<file path="config.mk">
export PLATFORM = sky130hd
export DESIGN_NAME = nspn_cfg
export DESIGN_NICKNAME = d
export VERILOG_FILES = /design/src/sv/nspn_pkg.sv /design/src/sv/nspn_cfg.sv
export SDC_FILE = /design/constraint.sdc
export NUM_CORES = 1
export LEC_CHECK = 0
export BUFFER_PORTS_ARGS = -buffer_cell sky130_fd_sc_hd__buf_2
export CORE_MARGIN = 4
export CORE_UTILIZATION = 44
export DETAILED_ROUTE_END_ITERATION = 8
export PLACE_DENSITY = 0.8
export SYNTH_ARGS = -nofsm -noshare
export SYNTH_HDL_FRONTEND = slang
export SYNTH_SLANG_ARGS = --single-unit
export TNS_END_PERCENT = 1
</file>
<file path="constraint.sdc">
create_clock -name clk -period 0.9 [get_ports clk]
set_input_delay 0.135 -clock clk [delete_from_list [all_inputs] [get_ports clk]]
set_output_delay 0.135 -clock clk [all_outputs]
set_load 0.1 [all_outputs]
</file>
<file path="src/sv/nspn_pkg.sv">
// ----------------------------------------------------------------------------
// nspn_pkg
// Shared types, tables and nibble functions of the 64-bit nibble SPN cipher.
// ----------------------------------------------------------------------------
package nspn_pkg;

  localparam int BLOCK_W      = 64;
  localparam int NIBBLES      = 16;
  localparam int RC_ENTRIES   = 33;
  localparam int RC_IDX_W     = 6;
  localparam int ROUNDS_W     = 6;
  localparam int CFG_IDX_W    = 2;
  localparam int MAX_ROUNDS_D = 32;
  localparam int ROUNDS_RESET = 32;

  typedef logic [3:0]         nib_t;
  typedef logic [BLOCK_W-1:0] blk_t;
  typedef nib_t               nibs_t [NIBBLES];

  typedef enum logic [CFG_IDX_W-1:0] {
    REG_FIRST_KEY   = 2'd0,
    REG_SECOND_KEY  = 2'd1,
    REG_ROUND_COUNT = 2'd2,
    REG_UNUSED      = 2'd3
  } cfg_reg_t;

  typedef struct packed {
    blk_t                k0;
    blk_t                k1;
    logic [ROUNDS_W-1:0] rounds;   // already clamped to the pipeline depth
  } key_cfg_t;

  localparam nib_t SBOX [16] = '{
    4'hc, 4'ha, 4'hd, 4'h3, 4'he, 4'hb, 4'hf, 4'h7,
    4'h9, 4'h8, 4'h1, 4'h5, 4'h0, 4'h2, 4'h4, 4'h6
  };

  localparam nib_t ROW_MAT [16] = '{
    4'd1, 4'd4, 4'd9, 4'd13,  4'd4, 4'd1, 4'd13, 4'd9,
    4'd9, 4'd13, 4'd1, 4'd4,  4'd13, 4'd9, 4'd4, 4'd1
  };

  localparam nib_t COL_MAT [16] = '{
    4'd13, 4'd9, 4'd4, 4'd1,  4'd9, 4'd13, 4'd1, 4'd4,
    4'd4, 4'd1, 4'd13, 4'd9,  4'd1, 4'd4, 4'd9, 4'd13
  };

  localparam nib_t RC_EVEN [RC_ENTRIES] = '{
    4'h0, 4'h0, 4'h0, 4'h1, 4'h3, 4'h7, 4'h7, 4'h7, 4'h6, 4'h5, 4'h3,
    4'h7, 4'h7, 4'h6, 4'h4, 4'h1, 4'h3, 4'h7, 4'h6, 4'h5, 4'h2, 4'h5,
    4'h3, 4'h6, 4'h4, 4'h0, 4'h0, 4'h1, 4'h2, 4'h5, 4'h3, 4'h7, 4'h6
  };

  localparam nib_t RC_ODD [RC_ENTRIES] = '{
    4'h1, 4'h3, 4'h7, 4'h7, 4'h7, 4'h6, 4'h5, 4'h3, 4'h7, 4'h7, 4'h6,
    4'h4, 4'h1, 4'h3, 4'h7, 4'h6, 4'h5, 4'h2, 4'h5, 4'h3, 4'h6, 4'h4,
    4'h0, 4'h0, 4'h1, 4'h2, 4'h5, 4'h3, 4'h7, 4'h6, 4'h4, 4'h0, 4'h1
  };

  // GF(16), x^4 + x + 1
  function automatic nib_t gf_mul(nib_t x, nib_t y);
    nib_t acc;
    nib_t a;
    acc = '0;
    a   = x;
    for (int b = 0; b < 4; b++) begin
      if (y[b]) acc = acc ^ a;
      a = a[3] ? ({a[2:0], 1'b0} ^ 4'h3) : {a[2:0], 1'b0};
    end
    return acc;
  endfunction

  // nibble 0 is the most significant
  function automatic nibs_t unpack(blk_t w);
    nibs_t n;
    for (int i = 0; i < NIBBLES; i++) n[i] = w[BLOCK_W-1-4*i -: 4];
    return n;
  endfunction

  function automatic blk_t pack(nibs_t n);
    blk_t w;
    for (int i = 0; i < NIBBLES; i++) w[BLOCK_W-1-4*i -: 4] = n[i];
    return w;
  endfunction

  function automatic blk_t add_rc(blk_t w, logic [RC_IDX_W-1:0] idx);
    nibs_t n;
    n = unpack(w);
    n[9]  = n[9]  ^ 4'h1;
    n[10] = n[10] ^ 4'h2;
    n[11] = n[11] ^ 4'h4;
    n[12] = n[12] ^ RC_EVEN[idx];
    n[13] = n[13] ^ RC_ODD[idx];
    n[14] = n[14] ^ RC_EVEN[idx];
    n[15] = n[15] ^ RC_ODD[idx];
    return pack(n);
  endfunction

endpackage

</file>
<file path="src/sv/nspn_cfg.sv">
// ----------------------------------------------------------------------------
// nspn_cfg
// Key and round-count registers; the round count is clamped to the depth.
// ----------------------------------------------------------------------------
module nspn_cfg #(
  parameter int MAX_ROUNDS = nspn_pkg::MAX_ROUNDS_D
) (
  input  logic                           clk,
  input  logic                           rst_n,
  input  logic                           cfg_valid,
  output logic                           cfg_ready,
  input  logic [nspn_pkg::CFG_IDX_W-1:0] cfg_index,
  input  nspn_pkg::blk_t                 cfg_data,
  output nspn_pkg::key_cfg_t             key_cfg
);

  nspn_pkg::blk_t                k0_r, k0_nxt;
  nspn_pkg::blk_t                k1_r, k1_nxt;
  logic [nspn_pkg::ROUNDS_W-1:0] rounds_r, rounds_nxt;

  assign cfg_ready = 1'b1;

  always_comb begin
    k0_nxt     = k0_r;
    k1_nxt     = k1_r;
    rounds_nxt = rounds_r;
    if (cfg_valid) begin
      case (nspn_pkg::cfg_reg_t'(cfg_index))
        nspn_pkg::REG_FIRST_KEY:   k0_nxt = cfg_data;
        nspn_pkg::REG_SECOND_KEY:  k1_nxt = cfg_data;
        nspn_pkg::REG_ROUND_COUNT: rounds_nxt = cfg_data[nspn_pkg::ROUNDS_W-1:0];
        default: ;
      endcase
    end
  end

  always_ff @(posedge clk) begin
    if (!rst_n) begin
      k0_r     <= '0;
      k1_r     <= '0;
      rounds_r <= nspn_pkg::ROUNDS_W'(nspn_pkg::ROUNDS_RESET);
    end else begin
      k0_r     <= k0_nxt;
      k1_r     <= k1_nxt;
      rounds_r <= rounds_nxt;
    end
  end

  assign key_cfg.k0     = k0_r;
  assign key_cfg.k1     = k1_r;
  assign key_cfg.rounds = (rounds_r > nspn_pkg::ROUNDS_W'(MAX_ROUNDS)) ?
                          nspn_pkg::ROUNDS_W'(MAX_ROUNDS) : rounds_r;

endmodule

</file>
======== Yosys cells after proc, flatten, opt, wreduce, memory -nomap -nowiden ========
Cells that the tools add are included.
word-level totals
  flip-flop bits (word level) ............. 134
  bits of input ports ..................... 69
  output and inout bits ................... 135
operators by class
  $lt $le $gt $ge ......................... 1
  eq/ne operators ......................... 2
  multiplexer cells ....................... 1
  reductions and logical operators ........ 4
operator list
  kind                                                                   count
  6-bit greater-than comparator, second input constant                   1
  6-bit 2-to-1 mux                                                       1
  2-bit AND reduction                                                    3
  2-bit by 1-bit equality test with 1-bit output, second input constant  1
  2-bit equality test, second input constant                             1
  2-bit zero test                                                        1

======== Longest topological paths before layout ========
  depth in word-level cells ............... 2
  gate-level depth with buffers ........... 5

======== Worst setup path after synthesis ========
No wires, ideal clock.
  kind .................................... reg2out
  from .................................... register rounds_r[5] (netlist bit)
  to ...................................... output port key_cfg[0] (netlist bit)
  arrival time ............................ 1.688 ns
  data required time ...................... 0.765 ns
  setup slack ............................. -0.923 ns
  stages on the path, launching flop included .. 2
  cells stage by stage .................... dfxtp_1 > nor2b_1
RTL lines
  what                    line            RTL
  start, declared         nspn_cfg.sv:19  logic [nspn_pkg::ROUNDS_W-1:0] rounds_r, rounds_nxt;
  start signal, assigned  nspn_cfg.sv:41  rounds_r <= nspn_pkg::ROUNDS_W'(nspn_pkg::ROUNDS_RESET);
  start signal, assigned  nspn_cfg.sv:45  rounds_r <= rounds_nxt;
  end, declared           nspn_cfg.sv:14  output nspn_pkg::key_cfg_t key_cfg

==> results by group <==
Final layout
  • Share of cells above drive strength 1: 51.40%
  • Filler Cell Count: 588
  • Final nets: 805
  • Final Util: 81.49%
  • Syn-to-layout area delta: 80.29%
  • Cell area after layout: 9384 um2

Detailed routing
  • Vias: 4599
  • WL final: 17880 um
  • Final ANT Viol Nets: 0
  • Met2 routed WL: 9424 um
  • WL met3: 1585 um
  • DRC: 0
  • Routed length per instance: 20.00 um
  • Initial DRT Pass Iterations: 6
  • DRT met1 WL: 6354 um
  • Uppermost routed layer: met4
  • Drt via density: 5.144
  • Initial DRC Count: 258

Setup path
  • Crit path DAT: 1.15 ns
  • Required @ worst endpoint: 0.76 ns
  • CP endpoint kind: output port
  • FF-to-FF End: rounds_r[5]
  • Critical-path cell list: nor2b_4, buf_12
  • Worst-path maximum fanout: 7
  • Register-to-Register Path Depth: 1
  • WS Path Type: register to output port
  • Reg2Reg Setup Slack: 0.12 ns
  • Slowest stage delay, CP: 0.41 ns
  • Crit Reg-Reg Startpoint: rounds_r[5]
  • Slowest CP cell: dfxtp_4
  • Startpoint types: register

Clock network
  • Clock buffer depth: 2
  • H-tree lvl count: 4
  • CTS tree: built
  • Clock root buffer: clkbuf_16
  • Clock slew seen by the registers of the worst setup and hold paths: 0.06 ns
  • CTS Sinks: 134
  • Worst-Skew Late Latency: 0.40 ns
  • Clock buffer count from CTS: 17

Die
  • Core box area: 11520 um2
  • Die span in y: 116.8 um
  • Cell Rows: 39
  • Die area: 13630 um2
  • IO Count: 204
  • Die W: 116.8 um
  • Starting Density: 45.20%

Power and ir drop
  • Combinational power share: 19.8%
  • NetSw: 0.005023 W
  • Clock network fraction of design power: 42.7%
  • Net Sw Frac: 29.46%
  • PD cells: 1817 nW/um2
  • Flop pwr share: 37.5%
  • Internal: 0.01203 W
  • Leakage: 4.126 nW
  • VDD IR max: 1176 uV

STA
  • Clk_skew: 0 ns
  • Setup WS post-layout: -0.3872 ns
  • Setup TNS: -23.91 ns
  • Max Slew Vio Count: 0
  • RSZ-0062 raised after global routing: true
  • # setup viols final: 134
  • Final Hold Slack: 0.01727 ns
  • Minimum clock period: 1.287 ns
  • Hold Vio Cnt, Final: 0
  • Fmax: 776.9 MHz
  • Post-route clock period utilization: 143.0%

Worst hold path
  • Hold EP: k0_r[40]
  • Min-delay src: cfg_data[40]
  • Worst min-delay path class: input port to register
  • Hold-critical path depth: 3

Global route
  • Initial antenna violation count: 1
  • Total Routing Usage GR: 26.97%
  • Largest net degree at the start of global routing: 59
  • Number of global-route vias before repair: 5184
  • First-pass GRT wire length: 28060 um
  • Grt ovf: 0

Outcome
  • Status: finished, violations left
  • Failing checks: negative setup slack

Placement
  • Pre-CTS setup slack: -0.3440 ns
  • Placed inst area: 8299 um2
  • I/O Buffers: 202
  • Post-DP HPWL: 11410 um
  • RePlAce Congestion: 0.8040

Logic synthesis
  • Mapped Cells: 514
  • Yosys top cell area share: 51.54%
  • Post-synth cell types: 17
  • Net count after synthesis: 583
  • Synthesis Warnings: 0
  • Cell taking the most area after synthesis: dfxtp_1
  • Netlist Area Pre-Place: 5205 um2
  • Largest cells by area after synthesis: dfxtp_1 (52%), mux2i_1 (26%), nand2_1 (14%)
  • Sequential fraction of the synthesis area: 51.54%
  • Avg Cell Area, Syn: 10.13 um2
  • Flops & latches, synth: 134

Job
  • Max Cap Violations: 0
-- state kept, by name (all words and copies together), names as in the netlist --
name / flops
k0_r: 64
k1_r: 64
rounds_r: 6
-- worst max-delay path, delay by kind of cell (launching register included) --
kind	cells	cell delay, ns
buf+inv	1	0.18
flops	1	0.41
simple gates	1	0.15
-- area by class of cell --
| class | instances | area, um2 | share of cell area (%) |
|---|---|---|---|
| inverter | 1 | 3.754 | 0.04000 |
| timing repair buffer | 241 | 3470 | 36.97 |
| clock inverter | 11 | 145.1 | 1.547 |
| sequential | 134 | 2902 | 30.92 |
| multi-input combinational | 341 | 2200 | 23.44 |
| tap | 143 | 178.9 | 1.907 |
| clock buffer | 21 | 480.5 | 5.120 |
| antenna | 2 | 5.005 | 0.05333 |
-- per-stage QoR --
| step | total power (W) | cells |
|---|---|---|
| floorplan | 0.008504 | 514 |
| global placement | 0.009673 | 836 |
| detailed placement | 0.009756 | 836 |
| CTS | 0.01711 | 892 |
| global route | 0.01755 | 893 |
| finish | 0.01705 | 894 |
-- synthesized netlist by cell type (all sizes together) --
| library cell | n |
|---|---|
| a211o | 1 |
| and4b | 1 |
| buf | 30 |
| clkbuf | 8 |
| conb | 1 |
| dfxtp | 134 |
| inv | 1 |
| mux2i | 133 |
| nand2 | 197 |
| nand3b | 2 |
| nor2b | 5 |
| nor3b | 1 |
-- power groups by stage --
stage          sequential, W  combinational [W]  clock, W
3_5_place_dp         0.00651            0.00325         0
2_1_floorplan        0.00781           0.000689         0
6_report             0.00639            0.00338   0.00728
4_1_cts              0.00642            0.00335   0.00734
5_1_grt              0.00641            0.00349   0.00765
3_3_place_gp         0.00650            0.00318         0
-- cells by family after synthesis --
family                 share of synthesized area [%]
AND/OR/NAND/NOR                                15.72
flip-flops                                     51.54
multiplexers                                   25.58
buffers and inverters                          6.923
AO/OA/AOI/OAI                                 0.1683
other                                        0.07205
-- layout by cell type, fill, tap and decap left out --
| master | n |
|---|---|
| inv_1 | 1 |
| diode_2 | 2 |
| nand3b_2 | 1 |
| buf_6 | 1 |
| buf_4 | 8 |
| dfxtp_1 | 5 |
| bufinv_16 | 3 |
| inv_6 | 1 |
| mux2i_1 | 133 |
| clkbuf_16 | 17 |
| nor2b_4 | 5 |
| dfxtp_2 | 106 |
| dfxtp_4 | 23 |
| buf_2 | 67 |
| a211o_1 | 1 |
| nand3b_1 | 1 |
| conb_1 | 1 |
| buf_12 | 141 |
| clkinvlp_4 | 4 |
| and4b_1 | 1 |
| dlygate4sd3_1 | 24 |
| inv_4 | 1 |
| nor3b_4 | 1 |
| clkinv_2 | 2 |
| clkbuf_8 | 4 |
| nand2_1 | 197 |
-- per-layer routing --
| metal | track usage (%) | vias up |
|---|---|---|
| met5 | 0 | - |
| met4 | 11.62 | 0 |
| met3 | 10.36 | 43 |
| met2 | 48.24 | 226 |
| met1 | 28.05 | 2210 |
| li1 | - | 2120 |
-- worst max path at each step --
stage                             from          to  slack, ns  cells after the start
final                      rounds_r[5]  key_cfg[3]      -0.39                      2
after floorplan               k1_r[10]    k1_r[10]      -0.33                      2
after global routing       rounds_r[5]  key_cfg[2]      -0.44                      2
after CTS                  rounds_r[5]  key_cfg[4]      -0.41                      2
after global placement    cfg_index[0]    k0_r[47]      -0.24                      4
after detailed placement  cfg_index[0]    k0_r[50]      -0.34                      4
-- what timing repair did --
item | 4_1_cts | 5_1_grt
pin swaps | 0 | 0
endpoints found under the hold margin | 34 | 0
hold buffers | 24 | 0
setup endpoints to repair | 134 | 134
setup buffers | 0 | 0
gates resized for setup | 130 | 19
No activity file was read; power rests on OpenSTA's default activity.
