[config.mk]
export PLATFORM = sky130hd
export DESIGN_NAME = nspn_round
export DESIGN_NICKNAME = d
export VERILOG_FILES = /design/src/sv/nspn_pkg.sv /design/src/sv/nspn_round.sv
export SDC_FILE = /design/constraint.sdc
export NUM_CORES = 1
export LEC_CHECK = 0
export BUFFER_PORTS_ARGS = -buffer_cell sky130_fd_sc_hd__buf_2
export CAP_MARGIN = 20
export CORE_MARGIN = 3
export CORE_UTILIZATION = 35
export DETAILED_ROUTE_END_ITERATION = 10
export SLEW_MARGIN = 0
export SYNTH_ARGS = -nofsm -noshare
export SYNTH_HDL_FRONTEND = slang
export SYNTH_SLANG_ARGS = --single-unit
[constraint.sdc]
create_clock -name vclk -period 4.9
set_clock_uncertainty 0.1 [all_clocks]
set_input_delay 0.49 -clock vclk [all_inputs]
set_output_delay 0.49 -clock vclk [all_outputs]
set_load 0.02 [all_outputs]
[src/sv/nspn_pkg.sv]
// ----------------------------------------------------------------------------
// nspn_pkg
// Shared types, tables and nibble functions of the 64-bit nibble SPN cipher.
// ----------------------------------------------------------------------------
package nspn_pkg;

  localparam int BLOCK_W      = 64;
  localparam int NIBBLES      = 16;
  localparam int RC_ENTRIES   = 33;
  localparam int RC_IDX_W     = 6;
  localparam int ROUNDS_W     = 6;
  localparam int CFG_IDX_W    = 2;
  localparam int MAX_ROUNDS_D = 32;
  localparam int ROUNDS_RESET = 32;

  typedef logic [3:0]         nib_t;
  typedef logic [BLOCK_W-1:0] blk_t;
  typedef nib_t               nibs_t [NIBBLES];

  typedef enum logic [CFG_IDX_W-1:0] {
    REG_FIRST_KEY   = 2'd0,
    REG_SECOND_KEY  = 2'd1,
    REG_ROUND_COUNT = 2'd2,
    REG_UNUSED      = 2'd3
  } cfg_reg_t;

  typedef struct packed {
    blk_t                k0;
    blk_t                k1;
    logic [ROUNDS_W-1:0] rounds;   // already clamped to the pipeline depth
  } key_cfg_t;

  localparam nib_t SBOX [16] = '{
    4'hc, 4'ha, 4'hd, 4'h3, 4'he, 4'hb, 4'hf, 4'h7,
    4'h9, 4'h8, 4'h1, 4'h5, 4'h0, 4'h2, 4'h4, 4'h6
  };

  localparam nib_t ROW_MAT [16] = '{
    4'd1, 4'd4, 4'd9, 4'd13,  4'd4, 4'd1, 4'd13, 4'd9,
    4'd9, 4'd13, 4'd1, 4'd4,  4'd13, 4'd9, 4'd4, 4'd1
  };

  localparam nib_t COL_MAT [16] = '{
    4'd13, 4'd9, 4'd4, 4'd1,  4'd9, 4'd13, 4'd1, 4'd4,
    4'd4, 4'd1, 4'd13, 4'd9,  4'd1, 4'd4, 4'd9, 4'd13
  };

  localparam nib_t RC_EVEN [RC_ENTRIES] = '{
    4'h0, 4'h0, 4'h0, 4'h1, 4'h3, 4'h7, 4'h7, 4'h7, 4'h6, 4'h5, 4'h3,
    4'h7, 4'h7, 4'h6, 4'h4, 4'h1, 4'h3, 4'h7, 4'h6, 4'h5, 4'h2, 4'h5,
    4'h3, 4'h6, 4'h4, 4'h0, 4'h0, 4'h1, 4'h2, 4'h5, 4'h3, 4'h7, 4'h6
  };

  localparam nib_t RC_ODD [RC_ENTRIES] = '{
    4'h1, 4'h3, 4'h7, 4'h7, 4'h7, 4'h6, 4'h5, 4'h3, 4'h7, 4'h7, 4'h6,
    4'h4, 4'h1, 4'h3, 4'h7, 4'h6, 4'h5, 4'h2, 4'h5, 4'h3, 4'h6, 4'h4,
    4'h0, 4'h0, 4'h1, 4'h2, 4'h5, 4'h3, 4'h7, 4'h6, 4'h4, 4'h0, 4'h1
  };

  // GF(16), x^4 + x + 1
  function automatic nib_t gf_mul(nib_t x, nib_t y);
    nib_t acc;
    nib_t a;
    acc = '0;
    a   = x;
    for (int b = 0; b < 4; b++) begin
      if (y[b]) acc = acc ^ a;
      a = a[3] ? ({a[2:0], 1'b0} ^ 4'h3) : {a[2:0], 1'b0};
    end
    return acc;
  endfunction

  // nibble 0 is the most significant
  function automatic nibs_t unpack(blk_t w);
    nibs_t n;
    for (int i = 0; i < NIBBLES; i++) n[i] = w[BLOCK_W-1-4*i -: 4];
    return n;
  endfunction

  function automatic blk_t pack(nibs_t n);
    blk_t w;
    for (int i = 0; i < NIBBLES; i++) w[BLOCK_W-1-4*i -: 4] = n[i];
    return w;
  endfunction

  function automatic blk_t add_rc(blk_t w, logic [RC_IDX_W-1:0] idx);
    nibs_t n;
    n = unpack(w);
    n[9]  = n[9]  ^ 4'h1;
    n[10] = n[10] ^ 4'h2;
    n[11] = n[11] ^ 4'h4;
    n[12] = n[12] ^ RC_EVEN[idx];
    n[13] = n[13] ^ RC_ODD[idx];
    n[14] = n[14] ^ RC_EVEN[idx];
    n[15] = n[15] ^ RC_ODD[idx];
    return pack(n);
  endfunction

endpackage

[src/sv/nspn_round.sv]
// ----------------------------------------------------------------------------
// nspn_round
// One cipher round: S-box, row mix, column mix, S-box, key and constants.
// Passes the block through untouched when the round is not enabled.
// ----------------------------------------------------------------------------
module nspn_round (
  input  nspn_pkg::blk_t                 state_i,
  input  nspn_pkg::blk_t                 key_i,
  input  logic [nspn_pkg::RC_IDX_W-1:0]  rc_idx_i,
  input  logic                           apply_i,
  output nspn_pkg::blk_t                 state_o
);

  nspn_pkg::nibs_t s0, s1, s2, s3;
  nspn_pkg::blk_t  mixed;

  always_comb begin
    s0 = nspn_pkg::unpack(state_i);
    for (int i = 0; i < nspn_pkg::NIBBLES; i++) s1[i] = nspn_pkg::SBOX[s0[i]];
    // row mix: s * M1
    for (int i = 0; i < 4; i++) begin
      for (int j = 0; j < 4; j++) begin
        s2[4*i+j] = '0;
        for (int k = 0; k < 4; k++)
          s2[4*i+j] = s2[4*i+j] ^ nspn_pkg::gf_mul(s1[4*i+k], nspn_pkg::ROW_MAT[4*k+j]);
      end
    end
    // column mix: M2 * s
    for (int i = 0; i < 4; i++) begin
      for (int j = 0; j < 4; j++) begin
        s3[4*i+j] = '0;
        for (int k = 0; k < 4; k++)
          s3[4*i+j] = s3[4*i+j] ^ nspn_pkg::gf_mul(nspn_pkg::COL_MAT[4*i+k], s2[4*k+j]);
      end
    end
    for (int i = 0; i < nspn_pkg::NIBBLES; i++) s3[i] = nspn_pkg::SBOX[s3[i]];
    mixed = nspn_pkg::add_rc(nspn_pkg::pack(s3) ^ key_i, rc_idx_i);
  end

  assign state_o = apply_i ? mixed : state_i;

endmodule

==> Yosys cells after proc, flatten, opt, wreduce, memory -nomap -nowiden <==
Memories as Yosys holds them, arrays and structs flattened.
Index checks and enable logic that the tools add are counted.
{ "classes": {"n_eq_ne": 0, "div": 0, "n_lt_le_gt_ge": 33, "n_addsub": 0, "n_reduce_logical": 0, "n_shift": 0, "bitwise_logic": 425, "multipliers": 0, "mux": 373} }
{ "op_table": {"columns": ["operator", "count"], "rows": [
  ["2-to-1 mux 4 bit", 148],
  ["bitwise XOR 4 bit", 148],
  ["2-to-1 mux 2 bit", 112],
  ["2-to-1 mux 3 bit", 64],
  ["inverter 2 bit", 96],
  ["greater-or-equal comparator 5 bit (second input constant)", 32],
  ["inverter 4 -> 5 bit", 32],
  ["inverter 1 bit", 83],
  ["2-to-1 mux 64 bit", 1],
  ["inverter 1 bit (first input constant)", 64],
  ["bitwise XOR 64 bit", 1],
  ["2-to-1 mux 1 bit", 48],
  ["greater-or-equal comparator 7 bit (second input constant)", 1],
  ["inverter 6 -> 7 bit", 1]
]} }
{ "word_totals": {"in_bits": 135, "latchBits": 0, "memories": 34, "output_inout_bits": 64, "mem_bits_ro": 2560, "ram_bits": 0, "reg_bits": 0, "wordCells": 865} }
{ "memory_table": {"columns": ["memory", "words", "width", "read_ports", "rd_clocked_by_memory_dff", "write_ports", "line", "source"], "rows": [
  ["(no name shown)", 64, 4, 1, 0, 0, "nspn_pkg.sv:94", "n[14] = n[14] ^ RC_EVEN[idx];"],
  ["(no name shown)", 64, 4, 1, 0, 0, "nspn_pkg.sv:95", "n[15] = n[15] ^ RC_ODD[idx];"],
  ["(no name shown)", 16, 4, 1, 0, 0, "nspn_round.sv:36", "for (int i = 0; i < nspn_pkg::NIBBLES; i++) s3[i] = nspn_pkg::SBOX[s3[i]];"],
  ["(no name shown)", 16, 4, 1, 0, 0, "nspn_round.sv:36", null],
  ["(no name shown)", 16, 4, 1, 0, 0, "nspn_round.sv:36", null],
  ["(no name shown)", 16, 4, 1, 0, 0, "nspn_round.sv:36", null],
  ["+28 memories", null, null, null, null, null, null, null]
]} }

==> Longest topological paths before layout <==
Gate-level depths: netlist (run 1).
{ "depth": {"word_depth": 30, "ltp_mapped": 11, "ltp_nobuf": 11} }

==> Worst setup path after synthesis (run 1) <==
Ideal clock, no wire load.
{ "synth_timing": {"kind": "input port to output port", "start": "input state_i[36]", "end": "output state_o[39]", "t_required_ns": 4.310, "slack_ns": 0.516, "n_path_buf": 1, "stages": 10, "t_arrival_ns": 3.794, "path_cell_list": "buf_2 > mux2_2 > o21ai_1 > xnor2_1 > xor2_1 > xor3_2 > xnor3_2 > xnor2_2 > a21oi_1 > o311ai_0"} }
{ "synth_between": {"elab_chain_cells": 21} }
{ "synth_rtl": {"columns": ["element", "line", "source"], "rows": [
  ["from (decl)", "nspn_round.sv:7", "input nspn_pkg::blk_t state_i,"],
  ["inverter 4 -> 5 bit (not written as such) *", "nspn_round.sv:19", "for (int i = 0; i < nspn_pkg::NIBBLES; i++) s1[i] = nspn_pkg::SBOX[s0[i]];"],
  ["memory (16 x 4 bit) *", null, null],
  ["2-to-1 mux 4 bit (not written as such) * (2 in a row)", "nspn_round.sv:19", null],
  ["bitwise XOR 4 bit * (2 in a row)", "nspn_round.sv:25", "s2[4*i+j] = s2[4*i+j] ^ nspn_pkg::gf_mul(s1[4*i+k], nspn_pkg::ROW_MAT[4*k+j]);"],
  ["2-to-1 mux 4 bit", "nspn_pkg.sv:67", "if (y[b]) acc = acc ^ a;"],
  ["inverter 2 bit (no line)", null, null],
  ["2-to-1 mux 4 bit", "nspn_pkg.sv:67", null],
  ["inverter 1 bit (no line)", null, null],
  ["2-to-1 mux 1 bit", "nspn_pkg.sv:67", null],
  ["2-to-1 mux 2 bit", "nspn_pkg.sv:67", null],
  ["bitwise XOR 4 bit * (3 in a row)", "nspn_round.sv:33", "s3[4*i+j] = s3[4*i+j] ^ nspn_pkg::gf_mul(nspn_pkg::COL_MAT[4*i+k], s2[4*k+j]);"],
  ["inverter 4 -> 5 bit (not written as such) *", "nspn_round.sv:36", null],
  ["memory (16 x 4 bit) *", null, null],
  ["2-to-1 mux 4 bit (not written as such) * (2 in a row)", "nspn_round.sv:36", null],
  ["bitwise XOR 64 bit *", "nspn_round.sv:37", "mixed = nspn_pkg::add_rc(nspn_pkg::pack(s3) ^ key_i, rc_idx_i);"],
  ["2-to-1 mux 64 bit *", "nspn_round.sv:40", "assign state_o = apply_i ? mixed : state_i;"],
  ["to (decl)", "nspn_round.sv:11", "output nspn_pkg::blk_t state_o"]
]} }
Every way passes the cells marked *; elsewhere a longest branch is shown, timed or not. The select of a mux whose other input is x is not followed.

==> Final worst setup path (run 1) <==
{ "layout_timing": {"start": "input state_i[28]", "end": "output state_o[30]"} }
{ "layout_between": {"elab_chain_cells": 21} }
{ "layout_rtl": {"columns": ["element", "line"], "rows": [
  ["inverter 4 -> 5 bit (not written as such) *", "nspn_round.sv:19"],
  ["memory (16 x 4 bit) *", null],
  ["2-to-1 mux 4 bit (not written as such) * (2 in a row)", "nspn_round.sv:19"],
  ["bitwise XOR 4 bit * (3 in a row)", "nspn_round.sv:25"],
  ["2-to-1 mux 4 bit", "nspn_pkg.sv:67"],
  ["inverter 2 bit (no line)", null],
  ["2-to-1 mux 4 bit", "nspn_pkg.sv:67"],
  ["inverter 1 bit (no line)", null],
  ["2-to-1 mux 1 bit", "nspn_pkg.sv:67"],
  ["2-to-1 mux 2 bit", "nspn_pkg.sv:67"],
  ["bitwise XOR 4 bit * (2 in a row)", "nspn_round.sv:33"],
  ["inverter 4 -> 5 bit (not written as such) *", "nspn_round.sv:36"],
  ["memory (16 x 4 bit) *", null],
  ["2-to-1 mux 4 bit (not written as such) * (2 in a row)", "nspn_round.sv:36"],
  ["bitwise XOR 64 bit *", "nspn_round.sv:37"],
  ["2-to-1 mux 64 bit *", "nspn_round.sv:40"]
]} }
Marked as above.

==> results of run 1 <==
## layer usage
layer	routed length (um)	share of wire
met4	282	0.0087
met2	15100	0.46
met1	15700	0.48
met3	1480	0.046
met5	13	0.00040
## cell type report
class	instances	area, um2	area share
Multi-Input combinational cell	1166	10000	0.834
Timing Repair Buffer	246	1350	0.113
Tap cell	384	480	0.0401
Inverter	41	154	0.0128
## stage by stage
| step | utilization | worst slack, ns | hold WS (ns) | cell area [um2] |
|---|---|---|---|---|
| after global routing | 0.410 | 0.00768 | 1.29 | 12000 |
| after detailed placement | 0.409 | 0.209 | 1.27 | 12000 |
| final | 0.410 | 0.166 | 1.27 | 12000 |
| after floorplan | - | 0.516 | 1.06 | 10600 |
| after global placement | 0.409 | 0.263 | 1.26 | 12000 |
| after CTS | 0.409 | 0.204 | 1.27 | 12000 |
## kinds of logic (layout without fill, tap and decap cells)
logic type	after synthesis	count (layout)
AOI/OAI and AO/OA	324	324
xor gates and xnor gates	439	439
adders and majority gates	31	31
buffers and inverters	120	287
muxes	31	31
and+or+nand+nor	341	341
## tightest hold or removal path, stage by stage
cell                      delay, ns
sky130_fd_sc_hd__buf_2         0.08
sky130_fd_sc_hd__or3_1         0.09
sky130_fd_sc_hd__a31oi_1       0.07
sky130_fd_sc_hd__buf_2         0.15
## worst min path at each step
| stage | startpoint | to | slack (ns) | cells after the start |
|---|---|---|---|---|
| floorplan | state_i[25] | state_o[25] | 1.06 | 2 |
| global placement | key_i[15] | state_o[15] | 1.26 | 4 |
| detailed placement | key_i[15] | state_o[15] | 1.27 | 4 |
| CTS | key_i[15] | state_o[15] | 1.27 | 4 |
| global route | key_i[15] | state_o[15] | 1.29 | 4 |
| finish | key_i[15] | state_o[15] | 1.27 | 4 |
## timing repair
item | in CTS | in global routing
resized for setup | 0 | 1
setup buffers | 0 | 2
setup endpoints to repair | 0 | 2
## cell usage in the layout (no fill, tap or decap), drive strengths merged, types with 22 or more instances in the layout
cell	netlist	layout
a21oi	98	98
buf	41	246
inv	41	41
maj3	27	27
nand2	83	83
nand2b	23	23
nor2	113	113
nor3	22	22
o211ai	26	26
o21ai	47	47
xnor2	211	211
xnor3	88	88
xor2	123	123
==> results.json, run 1 <==
{
  "status": "complete, no violations",
  "dp.cells": 1835,
  "synthesized_area_fraction_occupied_by_ao_oa_aoi_and_oai_cells": 0.209,
  "die_height_um": 180,
  "ys_top_cells_by_area": "sky130_fd_sc_hd__xnor3_1, sky130_fd_sc_hd__xnor2_1, sky130_fd_sc_hd__xor2_1",
  "grt_first_pass_wirelength_um": 49800,
  "grt_start_max_net_pins": 60,
  "finish.cell_count_without_fillers": 1837,
  "min_period_ns": 4.73,
  "worst_slew_margin_rel": 0.424,
  "netlist_area_before_placement_um2": 10600,
  "final.clkbuf_count": 0,
  "critical_path_cell_count": 12,
  "netlist_top_cells_count": "sky130_fd_sc_hd__xnor2_1, sky130_fd_sc_hd__xor2_1, sky130_fd_sc_hd__nor2_1",
  "kind_of_critical_path": "input port to output port",
  "fin_crit_sh": 0.966,
  "post-synth-top-count-cell": "sky130_fd_sc_hd__xnor2_1",
  "finalSetupViolations": 0,
  "grt_setup_unrepaired": "no",
  "synth-warning-count": 0,
  "yosys.area.top_type_share": 0.171,
  "cp_slowest_cell": "sky130_fd_sc_hd__xnor3_2",
  "die_w_um": 180,
  "slew_viol_final": 0,
  "global_route_met3_utilization": 0.0166,
  "dr_total_vias": 9709,
  "path_buf_inv": 2,
  "path_common_cell": "sky130_fd_sc_hd__buf_2",
  "grt_use_met1": 0.272,
  "synth-adder-area-share": 0.0303,
  "detail-route-antenna-nets": 0,
  "gpl.final_weighted_congestion": 0.911,
  "setup_total_negative_slack_ns": 0,
  "nNetsFinal": 1594,
  "grt_pass1_vias": 9037,
  "groute.usage.overall": 0.187,
  "synth_top_cell_by_area": "sky130_fd_sc_hd__xnor3_1",
  "synthCells": 1286,
  "post_drt_wl_per_cell_um": 17.7,
  "antenna_found_initial": 1,
  "crit_chain": "buf_2 -> mux2_2 -> o21ai_2 -> xnor2_1 -> xor2_1 -> xnor2_2 -> xnor3_2 -> xnor3_1 -> a21o_1 -> and4b_1 -> or4_1 -> buf_2",
  "endpoint": "state_o[30]",
  "nFlopsAndLatches": 0,
  "ios": 199,
  "synth-xor-area-share": 0.515,
  "post_drt_via_cell_ratio": 5.29,
  "hp-class": "input port to output port",
  "critical_path.startpoint": "state_i[28]",
  "final_hold_violating_endpoints": 0,
  "grt.met2_usage": 0.313,
  "detailedRoute.firstIterationViolations": 622,
  "io_buffers": 199,
  "n_fill_cell": 2942,
  "design.die.area_um2": 32300,
  "postSynthNetCount": 1425,
  "synth_top_family_by_area": "XOR/XNOR gates",
  "critical-path-top-delay-family": "XOR/XNOR gates",
  "multiplexer_share_of_the_synthesized_area": 0.0323,
  "flow.area_growth_from_synthesis_pct": 13.4,
  "drt_first_pass_iters": 5,
  "avgSynthCellArea_um2": 8.22,
  "grt-busiest-layer": "met2",
  "critPathMaxFanout": 12,
  "yosysUniqueCellTypes": 96,
  "antenna_cells": 0,
  "core_area_um2": 29200,
  "ctsHoldBuffers": 0,
  "cp.arrival_ns": 4.14,
  "crit_required_ns": 4.31,
  "critical_path.startpoint_type": "input port",
  "cp_peak_stage_delay_ns": 0.57,
  "initial_utilization": 0.361,
  "timing_worst_slew_pin_value_ns": 0.863,
  "post-dp-hpwl_um": 27700,
  "final_layout_size_suffix_gt1_frac": 0.213,
  "maxCapViolations": 0,
  "remaining_drc_errors": 0,
  "clock.fmax_mhz": 211,
  "endpoint_kind": "output port",
  "part_of_the_yosys_area_used_for_sequential_elements": 0,
  "seqCellArea_um2": 0,
  "placement_rows": 62,
  "residual_overflow_from_global_routing": 0,
  "routed_wl_um": 32600,
  "area_fraction_in_and_or_nand_and_nor_cells_after_synthesis": 0.158
}
Power of run 1 is left out: the tool's default activity adds up to more than one toggle a clock period on the data nets, which glitch-free logic cannot reach.
==> inputs of run 2 (changes only) <==
clock period = 5.7 ns   (was 4.9 ns; I/O delays follow)
==> results.json, run 2 (synthesized netlist as in run 1, its figures left out) <==
{
  "post-dp-hpwl_um": 27600,
  "maxCapViolations": 0,
  "endpoint_kind": "output port",
  "design.die.area_um2": 32300,
  "layout_common_cells": "sky130_fd_sc_hd__xnor2_1, sky130_fd_sc_hd__buf_2, sky130_fd_sc_hd__xor2_1",
  "ios": 199,
  "final_hold_violating_endpoints": 0,
  "kind_of_critical_path": "input port to output port",
  "clock.fmax_mhz": 199,
  "fin_crit_sh": 0.881,
  "setup_total_negative_slack_ns": 0,
  "cts_resized": 0,
  "residual_overflow_from_global_routing": 0,
  "groute.usage.overall": 0.190,
  "final.clkbuf_count": 0,
  "grt_pass1_vias": 9046,
  "multi_input_area_um2": 9990,
  "nNetsFinal": 1557,
  "core_area_um2": 29200,
  "critical_path.startpoint_type": "input port",
  "post_drt_wl_per_cell_um": 18.2,
  "hp-class": "input port to output port",
  "dr_total_vias": 9656,
  "initial_utilization": 0.361,
  "crit_required_ns": 5.03,
  "io_buffers": 199,
  "routed_wl_um": 32700,
  "slew_viol_final": 0,
  "worst_slew_margin_rel": 0.287,
  "grt_first_pass_wirelength_um": 50500,
  "ctsHoldBuffers": 0,
  "finish.cell_count_without_fillers": 1800,
  "status": "complete, no violations",
  "critPathMaxFanout": 12,
  "nFlopsAndLatches": 0,
  "layout.cells.most_common": "sky130_fd_sc_hd__xnor2_1",
  "die_w_um": 180,
  "placement_rows": 62,
  "finalSetupViolations": 0,
  "remaining_drc_errors": 0,
  "grt_start_max_net_pins": 88,
  "cts.repair_timing.setup_buffer_count": 0,
  "antenna_cells": 0,
  "dp.cells": 1800,
  "antenna_found_initial": 0,
  "n_fill_cell": 3075,
  "detail-route-antenna-nets": 0,
  "drt_first_pass_iters": 5,
  "cp.arrival_ns": 4.35,
  "flow.area_growth_from_synthesis_pct": 10.7,
  "seqCellArea_um2": 0,
  "die_height_um": 180,
  "final_layout_size_suffix_gt1_frac": 0.192,
  "post_drt_via_cell_ratio": 5.36,
  "timing_worst_slew_pin_value_ns": 1.07,
  "detailedRoute.firstIterationViolations": 607,
  "min_period_ns": 5.02,
  "gpl.final_weighted_congestion": 0.902,
  "grt_setup_unrepaired": "no"
}
==> run 2: final cells by class <==
class	count	share of cell area
multi-input combinational	1166	0.854
timing repair buffer	209	0.0918
tap	384	0.0411
inverter	41	0.0132
==> run 2: per-layer routing <==
layer	wire (um)	GRT usage
met3	1790	0.0192
met1	15500	0.273
met4	432	0.0213
met2	15000	0.320
met5	0	0
==> run 2: through the flow <==
stage	instance area [um2]	utilization	worst slack, ns	hold WS (ns)
2_1_floorplan	10600	-	1.16	1.22
3_3_place_gp	11700	0.400	0.804	1.42
3_5_place_dp	11700	0.400	0.750	1.43
4_1_cts	11700	0.400	0.734	1.43
5_1_grt	11700	0.400	0.537	1.46
6_report	11700	0.400	0.678	1.43
==> run 2: worst paths after layout <==
| kind | slack, ns | cells after the start | start | to |
|---|---|---|---|---|
| max | 0.68 | 12 | state_i[28] | state_o[16] |
| min | 1.43 | 4 | key_i[15] | state_o[15] |
==> run 2: worst max-delay path: stages <==
cell	delay, ns
sky130_fd_sc_hd__buf_2	0.20
sky130_fd_sc_hd__mux2_2	0.37
sky130_fd_sc_hd__o21ai_2	0.18
sky130_fd_sc_hd__xnor2_1	0.24
sky130_fd_sc_hd__xor3_1	0.64
sky130_fd_sc_hd__xnor3_1	0.44
sky130_fd_sc_hd__xor2_1	0.36
sky130_fd_sc_hd__xor2_1	0.36
sky130_fd_sc_hd__mux2i_1	0.32
sky130_fd_sc_hd__mux2_2	0.37
sky130_fd_sc_hd__o221ai_1	0.08
sky130_fd_sc_hd__buf_2	0.21
Power of run 2 is left out for the same reason.
==> inputs of run 3 (changes only) <==
CORE_UTILIZATION = 60   (was 35)
PLACE_DENSITY = 0.85   (was unset)
==> results.json, run 3 (synthesized netlist as in run 1, its figures left out) <==
{
  "die_height_um": 139,
  "seqCellArea_um2": 0,
  "clock.fmax_mhz": 203,
  "finalSetupViolations": 0,
  "detailedRoute.firstIterationViolations": 740,
  "detail-route-antenna-nets": 0,
  "setup_total_negative_slack_ns": 0,
  "layout.cells.most_common": "sky130_fd_sc_hd__xnor2_1",
  "placement_rows": 47,
  "design.die.area_um2": 19200,
  "initial_utilization": 0.626,
  "final_hold_violating_endpoints": 0,
  "cts.repair_timing.setup_buffer_count": 0,
  "kind_of_critical_path": "input port to output port",
  "final.clkbuf_count": 0,
  "cp_slowest_cell": "sky130_fd_sc_hd__xor3_1",
  "critical_path.startpoint_type": "input port",
  "min_period_ns": 4.93,
  "grt_start_max_net_pins": 58,
  "routed_wl_um": 30200,
  "hp-class": "input port to output port",
  "io_buffers": 199,
  "ctsHoldBuffers": 0,
  "endpoint_kind": "output port",
  "post_drt_via_cell_ratio": 6.11,
  "fin_crit_sh": 0.865,
  "crit_chain": "buf_2 -> mux2_2 -> o21ai_2 -> xnor2_1 -> xor3_1 -> xnor3_1 -> xor2_1 -> xor2_1 -> mux2i_1 -> mux2_2 -> o221ai_1 -> buf_2",
  "ios": 199,
  "slew_viol_final": 0,
  "grt_pass1_vias": 9151,
  "grt_setup_unrepaired": "no",
  "final_layout_size_suffix_gt1_frac": 0.190,
  "n_fill_cell": 1389,
  "drt_first_pass_iters": 5,
  "layout_common_cells": "sky130_fd_sc_hd__xnor2_1, sky130_fd_sc_hd__buf_2, sky130_fd_sc_hd__xor2_1",
  "maxCapViolations": 0,
  "flow.area_growth_from_synthesis_pct": 8.48,
  "worst_slew_margin_rel": 0.306,
  "antenna_cells": 0,
  "cp_peak_stage_delay_ns": 0.64,
  "post-dp-hpwl_um": 25200,
  "remaining_drc_errors": 0,
  "dr_total_vias": 9972,
  "nNetsFinal": 1553,
  "groute.usage.overall": 0.296,
  "crit_required_ns": 5.03,
  "timing_worst_slew_pin_value_ns": 1.04,
  "cp.arrival_ns": 4.26,
  "antenna_found_initial": 0,
  "grt_first_pass_wirelength_um": 47600,
  "path_buf_inv": 2,
  "gpl.final_weighted_congestion": 0.969,
  "critPathMaxFanout": 12,
  "critical-path-top-delay-family": "XOR/XNOR gates",
  "nFlopsAndLatches": 0,
  "post_drt_wl_per_cell_um": 18.5,
  "cts_resized": 0,
  "core_area_um2": 16900,
  "residual_overflow_from_global_routing": 0,
  "status": "complete, no violations",
  "die_w_um": 139
}
-- run 3: layer usage --
| layer | up-vias | wire (um) | part of all wire | GRT usage |
|---|---|---|---|---|
| met5 | - | 0 | 0 | 0 |
| met4 | 0 | 971 | 0.032 | 0.0850 |
| met3 | 49 | 2680 | 0.089 | 0.0293 |
| met2 | 472 | 13600 | 0.45 | 0.478 |
| met1 | 4620 | 13000 | 0.43 | 0.424 |
| li1 | 4831 | - | - | - |
-- run 3: per-stage QoR --
stage | hold WS, ns | setup slack [ns] | std cells | area [um2] | util
floorplan | 1.22 | 1.16 | 1286 | 10600 | -
global placement | 1.43 | 0.907 | 1632 | 11500 | 0.679
detailed placement | 1.43 | 0.833 | 1632 | 11500 | 0.679
CTS | 1.43 | 0.809 | 1632 | 11500 | 0.679
global route | 1.44 | 0.642 | 1632 | 11500 | 0.679
finish | 1.43 | 0.769 | 1632 | 11500 | 0.679
-- run 3: cell type report --
type               instances  area [um2]  share of cell area
multi-input cells       1166        9990               0.872
repair buffers           205        1040              0.0910
inverters                 41         154              0.0134
well taps                220         275              0.0240
-- run 3: worst paths after layout --
kind | cells after the start | slack (ns) | endpoint | start
max | 12 | 0.77 | state_o[16] | state_i[28]
min | 4 | 1.43 | state_o[54] | key_i[54]
-- run 3: worst min-delay path, stage by stage --
cell and delay [ns]:
sky130_fd_sc_hd__buf_2 0.10, sky130_fd_sc_hd__nand2_1 0.06, sky130_fd_sc_hd__o311ai_1 0.07, sky130_fd_sc_hd__buf_2 0.16
Power of run 3 is left out for the same reason.
